`config.mk`:
```
export PLATFORM = sky130hd
export DESIGN_NAME = smag_sqrt_cell
export DESIGN_NICKNAME = d
export VERILOG_FILES = /design/src/hdl/smag_pkg.sv /design/src/hdl/smag_sqrt_cell.sv
export SDC_FILE = /design/constraint.sdc
export NUM_CORES = 1
export LEC_CHECK = 0
export BUFFER_PORTS_ARGS = -buffer_cell sky130_fd_sc_hd__buf_4
export CORE_AREA = 10 10 222 224
export DETAILED_ROUTE_END_ITERATION = 6
export DIE_AREA = 0 0 232 234
export PLACE_DENSITY_LB_ADDON = 0.25
export SYNTH_ARGS = -nofsm -noshare
export SYNTH_HDL_FRONTEND = slang
export SYNTH_SLANG_ARGS = --single-unit
export TNS_END_PERCENT = 100
```
`constraint.sdc`:
```
create_clock -name clk_i -period 0.8 [get_ports clk_i]
set_input_delay 0.04 -clock clk_i [delete_from_list [all_inputs] [get_ports clk_i]]
set_output_delay 0.04 -clock clk_i [all_outputs]
set_load 0.02 [all_outputs]
```
`src/hdl/smag_pkg.sv`:
```
`timescale 1ns / 1ps
// ----------------------------------------------------------------------------
// smag_pkg
// Shared widths and types for the strain rate magnitude pipeline.
// ----------------------------------------------------------------------------
package smag_pkg;

  localparam int DataW  = 32;
  localparam int FracW  = 16;
  localparam int MagW   = DataW - 1;
  localparam int RootW  = 24;               // sqrt of a 47 bit radicand
  localparam int RadW   = 2 * RootW;
  localparam int RemW   = RootW + 2;
  localparam int ProdW  = RootW + DataW + 1;
  localparam int ShW    = ProdW - FracW;
  localparam int InW    = 8 * DataW;
  localparam int OutW   = ((MagW + 8 * DataW + 7) / 8) * 8;

  typedef struct packed {
    logic signed [DataW-1:0] xx;
    logic signed [DataW-1:0] yy;
    logic signed [DataW-1:0] zz;
    logic signed [DataW-1:0] xy;
    logic signed [DataW-1:0] xz;
    logic signed [DataW-1:0] yz;
  } comp_t;

  typedef struct packed {
    logic             vld;
    logic [RemW-1:0]  rem;
    logic [RootW-1:0] root;
    logic [RadW-1:0]  rad;
    comp_t            c;
  } cell_t;

endpackage

```
`src/hdl/smag_sqrt_cell.sv`:
```
`timescale 1ns / 1ps
// ----------------------------------------------------------------------------
// smag_sqrt_cell
// One root bit: brings down two radicand bits and tries the next digit.
// ----------------------------------------------------------------------------
module smag_sqrt_cell import smag_pkg::*; (
  input  logic  clk_i,
  input  logic  rst_ni,
  input  logic  en_i,
  input  cell_t cell_i,
  output cell_t cell_o
);

  logic [RemW+1:0] sh, trial;
  cell_t           cell_d;

  always_comb begin
    sh     = {cell_i.rem, cell_i.rad[RadW-1 -: 2]};
    trial  = {2'b00, cell_i.root, 2'b01};
    cell_d = cell_i;
    cell_d.rad = cell_i.rad << 2;
    if (sh >= trial) begin
      cell_d.rem  = RemW'(sh - trial);
      cell_d.root = {cell_i.root[RootW-2:0], 1'b1};
    end else begin
      cell_d.rem  = RemW'(sh);
      cell_d.root = {cell_i.root[RootW-2:0], 1'b0};
    end
  end

  always_ff @(posedge clk_i or negedge rst_ni) begin
    if (!rst_ni) begin
      cell_o <= '0;
    end else if (en_i) begin
      cell_o <= cell_d;
    end
  end

endmodule

```
# Word-level counts from Yosys, hierarchy flattened
# Index checks and enable logic that the tools add are counted.
[classes]
add_sub_neg = 1
order_cmp = 1
mux = 1
[op_table]
columns = ["op", "count"]
rows = [
  ["50-bit two-way mux", 1],
  ["28-bit by 26-bit greater-or-equal comparator with 1-bit output", 1],
  ["26-bit subtractor", 1],
]
[word_totals]
register_bits = 289
in_bits = 294
out_inout_bits = 291
word_cells = 13

# Depth between registers and ports, before layout
[logic_depth]
ltp_word = 2
depth_mapped = 13
mapped_depth_nobuf = 10

# Worst setup path before layout
# Ideal clock, no wire load.
[synth_path]
path_type = "input -> register"
start = "input cell_i[240] (netlist name)"
end = "register cell_o[271] (netlist name)"
setup_ps = 137
t_arrival_ps = 2359
required_ps = 663
slack_ps = -1696
cell_stages = 12
path_buffers = 2
path_cell_list = "inv_1 > ha_1 > nor2b_1 > o311a_1 > o41a_1 > a31o_2 > o211ai_2 > a21o_4 > buf_12 > buf_12 > mux2i_1 > a21oi_1"
[synth_via]
elab_chain_cells = 2
word_cells_on_any_way = 3
classes_between = "add/sub (1); order compare (1); mux (1)"
[synth_rtl]
columns = ["element", "line", "rtl"]
rows = [
  ["start: declaration", "smag_sqrt_cell.sv:10", "input cell_t cell_i,"],
  ["26-bit subtractor or 28-bit by 26-bit greater-or-equal comparator with 1-bit output (tied branches)", "smag_sqrt_cell.sv:23, smag_sqrt_cell.sv:22", ""],
  ["50-bit two-way mux *", "smag_sqrt_cell.sv:22", "if (sh >= trial) begin"],
  ["end signal: assignment", "smag_sqrt_cell.sv:35", "cell_o <= cell_d;"],
  ["end: declaration", "smag_sqrt_cell.sv:11", "output cell_t cell_o"],
]
# Mark *: on every way between the ends. The rest lies on a longest branch, timed or not.
# A chain may end at the register's enable or synchronous reset.

# Worst setup path in the final report
[layout_path]
start = "input cell_i[242] (netlist name)"
end = "register cell_o[286] (netlist name)"
# Same word-level chain as after synthesis.

==> summary.md <==
| Metric | Value |
|---|---|
| Final Non-Filler Cells | `2692` |
| Status | `complete, but fails checks` |
| Core Area | `0.0449 mm²` |
| Worst-skew pair later-pin latency | `530 ps` |
| Placed insts | `2204` |
| Min-delay worst type | `primary input to asynchronous set/reset pin` |
| Crit Path Category | `primary input to flop` |
| Max Freq | `0.521 GHz` |
| Slew Limit Fails | `0` |
| GRT Overall Usage | `19.4%` |
| Met2 WL post-DR | `30900 µm` |
| Root buf cell | `clkbuf_16` |
| Met1 WL | `22000 µm` |
| Core Rows | `78` |
| Highest Signal Layer | `met4` |
| Initial Utilization | `27.5%` |
| #FFs+latches synth | `289` |
| Post-detail-place hpwl | `37900 µm` |
| Global-route wire length before repair | `82000 µm` |
| Post-synthesis xor/xnor area fraction | `1.49%` |
| Die ar. | `0.0543 mm²` |
| Largest net degree at the start of global routing | `55` |
| WHS | `-35.9 ps` |
| Total grt overflow | `0` |
| Boundary pin count | `585` |
| Layout cells sized above 1 | `61.4%` |
| Clk slew on worst S/H paths | `60 ps` |
| Routed vias | `12.0k` |
| Met3 WL post-DR | `3870 µm` |
| Synth Area in Simple Gates | `3.88%` |
| Largest regs | `cell_o x289` |
| Arrival time at the worst endpoint | `2400 ps` |
| P_leak | `12.8 nW` |
| Port bufs | `582` |
| Biggest register | `cell_o` |
| Final net count | `2384` |
| Die height | `234 µm` |
| Critical Path End Type | `flop` |
| Synth cell types | `50` |
| Largest family of logic cells by synthesized area | `multiplexers` |
| # clock sinks | `289` |
| CP max FO | `4` |
| Clk_skew | `0 ps` |
| Chip width | `232 µm` |
| Wire length after detailed routing | `58900 µm` |
| 1st-iter DRT viols | `643` |
| Period utilisation layout | `240%` |
| Number of global-route vias before repair | `13.3k` |
| CTS Buffer Depth | `3` |
| Design Area, Final | `0.0264 mm²` |
| Fin Setup TNS | `-133270 ps` |
| FFs w/ async S/R, synth | `100%` |
| Max FFs per register | `289` |
| Failing checks | `hold timing, setup timing` |
| Post-route ant nets | `0` |
| Cell count after synthesis | `889` |
| Final worst setup slack | `-1120 ps` |
| Total power | `50.3 mW` |
| CP startpoint kind | `primary input` |
| Number of synthesized flops with an enable pin | `0` |
| Worst slack, placed | `-1790 ps` |
| Final hold vios | `10` |
| Placement Cell Area | `0.0195 mm²` |
| Seq/Total Area, Yosys | `58.7%` |
| Post-synthesis compound-gate area fraction | `5.12%` |
| Period minus WS final | `1920 ps` |
| Ys Warns | `0` |
| # setup viols final | `450` |
| Vias per cell | `4.47` |
| Layout area overhead | `114%` |
| Drt wl/cell | `21.9 µm` |
| CTS Buf Count | `35` |
| Util after Layout | `58.7%` |
| CTS tree | `built` |
| RSZ-0062 raised after global routing | `yes` |
| Crit path required time | `1280 ps` |
| Adder-cell area share of the yosys netlist | `2.64%` |
| Most common flop cell mapped by yosys | `dfrtp_1` |
| # DRC | `0` |
| Multiplexer share of the synthesized area | `25.5%` |
| H-tree levels | `2` |
| Mapped Area | `0.0123 mm²` |
| Worst vdd ir | `1.54 mV` |
| Initial antenna violation count | `2` |
| Avg Inst Size Synth | `13.9 µm²` |
| Max-capacitance violation count | `0` |
| Final GP Congestion | `0.912` |
| Drt first pass iters | `4` |
| Power Dens Cells | `1910 mW/mm²` |
-- area by class of cell --
cell class                 instances  area, µm²
clock inverter                     8       82.6
fill                            3309      18500
tap                              600        751
inverter                          34        145
timing repair buffer            1179      11300
clock buffer                      55       1090
antenna                            2       5.00
sequential                       289       7260
multi-input combinational        525       5740
-- worst max-delay path: stages --
cell and delay, ps:
buf_8 80, inv_4 30, ha_4 250, o21a_1 160, o311a_1 230, o41a_1 210, a31oi_1 110, buf_4 170
or3_4 360, a31oi_4 200, or4b_4 480, nand3_2 80
-- logic make-up after synthesis --
logic type	count (synthesis)
flops	289
mux	281
compound gates	101
simple gates	94
buf+inv	76
fa+ha+maj	26
xor+xnor	21
other cells	1
-- what timing repair did --
item	4_1_cts	5_1_grt
gates cloned	0	1
pin swaps	13	34
hold endpoints to repair	577	13
endpoints found under the setup margin	317	443
gates resized for setup	325	131
hold buffers	288	2
setup buffers	88	83
-- final timing paths --
| kind | slack [ps] | startpoint | end | cells past startpoint |
|---|---|---|---|---|
| worst max-delay path | -1120 | cell_i[242] | cell_o[286] | 12 |
| worst min-delay path | -40 | rst_ni | cell_o[218] | 2 |
| worst max register to register | -170 | cell_o[93] | cell_o[93] | 2 |
| worst min register to register | 530 | cell_o[22] | cell_o[22] | 1 |
| max in group asynchronous | 230 | rst_ni | cell_o[205] | 3 |
| min in group clk_i | -10 | cell_i[285] | cell_o[287] | 4 |
-- placed cells by master (no fill, tap or decap), drive strengths merged, types with 3 or more instances in the layout --
cell type    Yosys  final
nor3             4      4
mux2           263    263
a31oi           11     11
a221oi           3      3
nand4            4      4
and2             4      4
ha              26     26
o21ai           22     22
nor2            25     25
clkinv           0      5
nand3            8      8
or3              4      4
nand2           21     21
nand2b           4      4
dfrtp          289    289
xor2             5      5
nor2b            8      8
a21o            13     13
xnor2           16     16
inv             34     35
clkbuf          35     56
dlygate4sd3      0    289
a21oi           36     36
mux2i           18     18
buf              7    889
or2              3      3
-- cells in the mapped netlist, types with 2 or more instances --
cell / number / area, µm²
dfrtp_1: 289 / 7230
mux2_2: 263 / 2960
a21oi_1: 36 / 180
clkbuf_1: 35 / 131
inv_1: 34 / 128
ha_1: 26 / 325
nor2_1: 25 / 93.8
nand2_1: 21 / 78.8
o21ai_0: 21 / 105
mux2i_1: 18 / 180
xnor2_1: 16 / 140
a21o_1: 12 / 90.1
a31oi_1: 11 / 68.8
nand3_1: 8 / 40.0
nor2b_1: 8 / 50.1
xor2_1: 5 / 43.8
and2_1: 4 / 25.0
nand2b_1: 4 / 25.0
nand4_1: 4 / 25.0
nor3_1: 4 / 20.0
or3_1: 4 / 25.0
a221oi_1: 3 / 26.3
buf_4: 3 / 22.5
or2_2: 3 / 18.8
a211o_1: 2 / 17.5
buf_1: 2 / 7.51
buf_12: 2 / 40.0
nor4b_1: 2 / 17.5
o21a_1: 2 / 15.0
or4b_1: 2 / 20.0
-- power by group --
part / internal (mW) / switching, mW
Combinational: 9.48 / 6.76
Clock: 9.73 / 6.69
Sequential: 16.3 / 1.39
-- metal layers --
| layer | track usage, % | vias up |
|---|---|---|
| li1 | - | 5499 |
| met1 | 21.6 | 5993 |
| met2 | 34.8 | 430 |
| met3 | 5.27 | 122 |
| met4 | 7.58 | 0 |
| met5 | 0 | - |
Note: power is estimated with default switching activity, not from simulation.
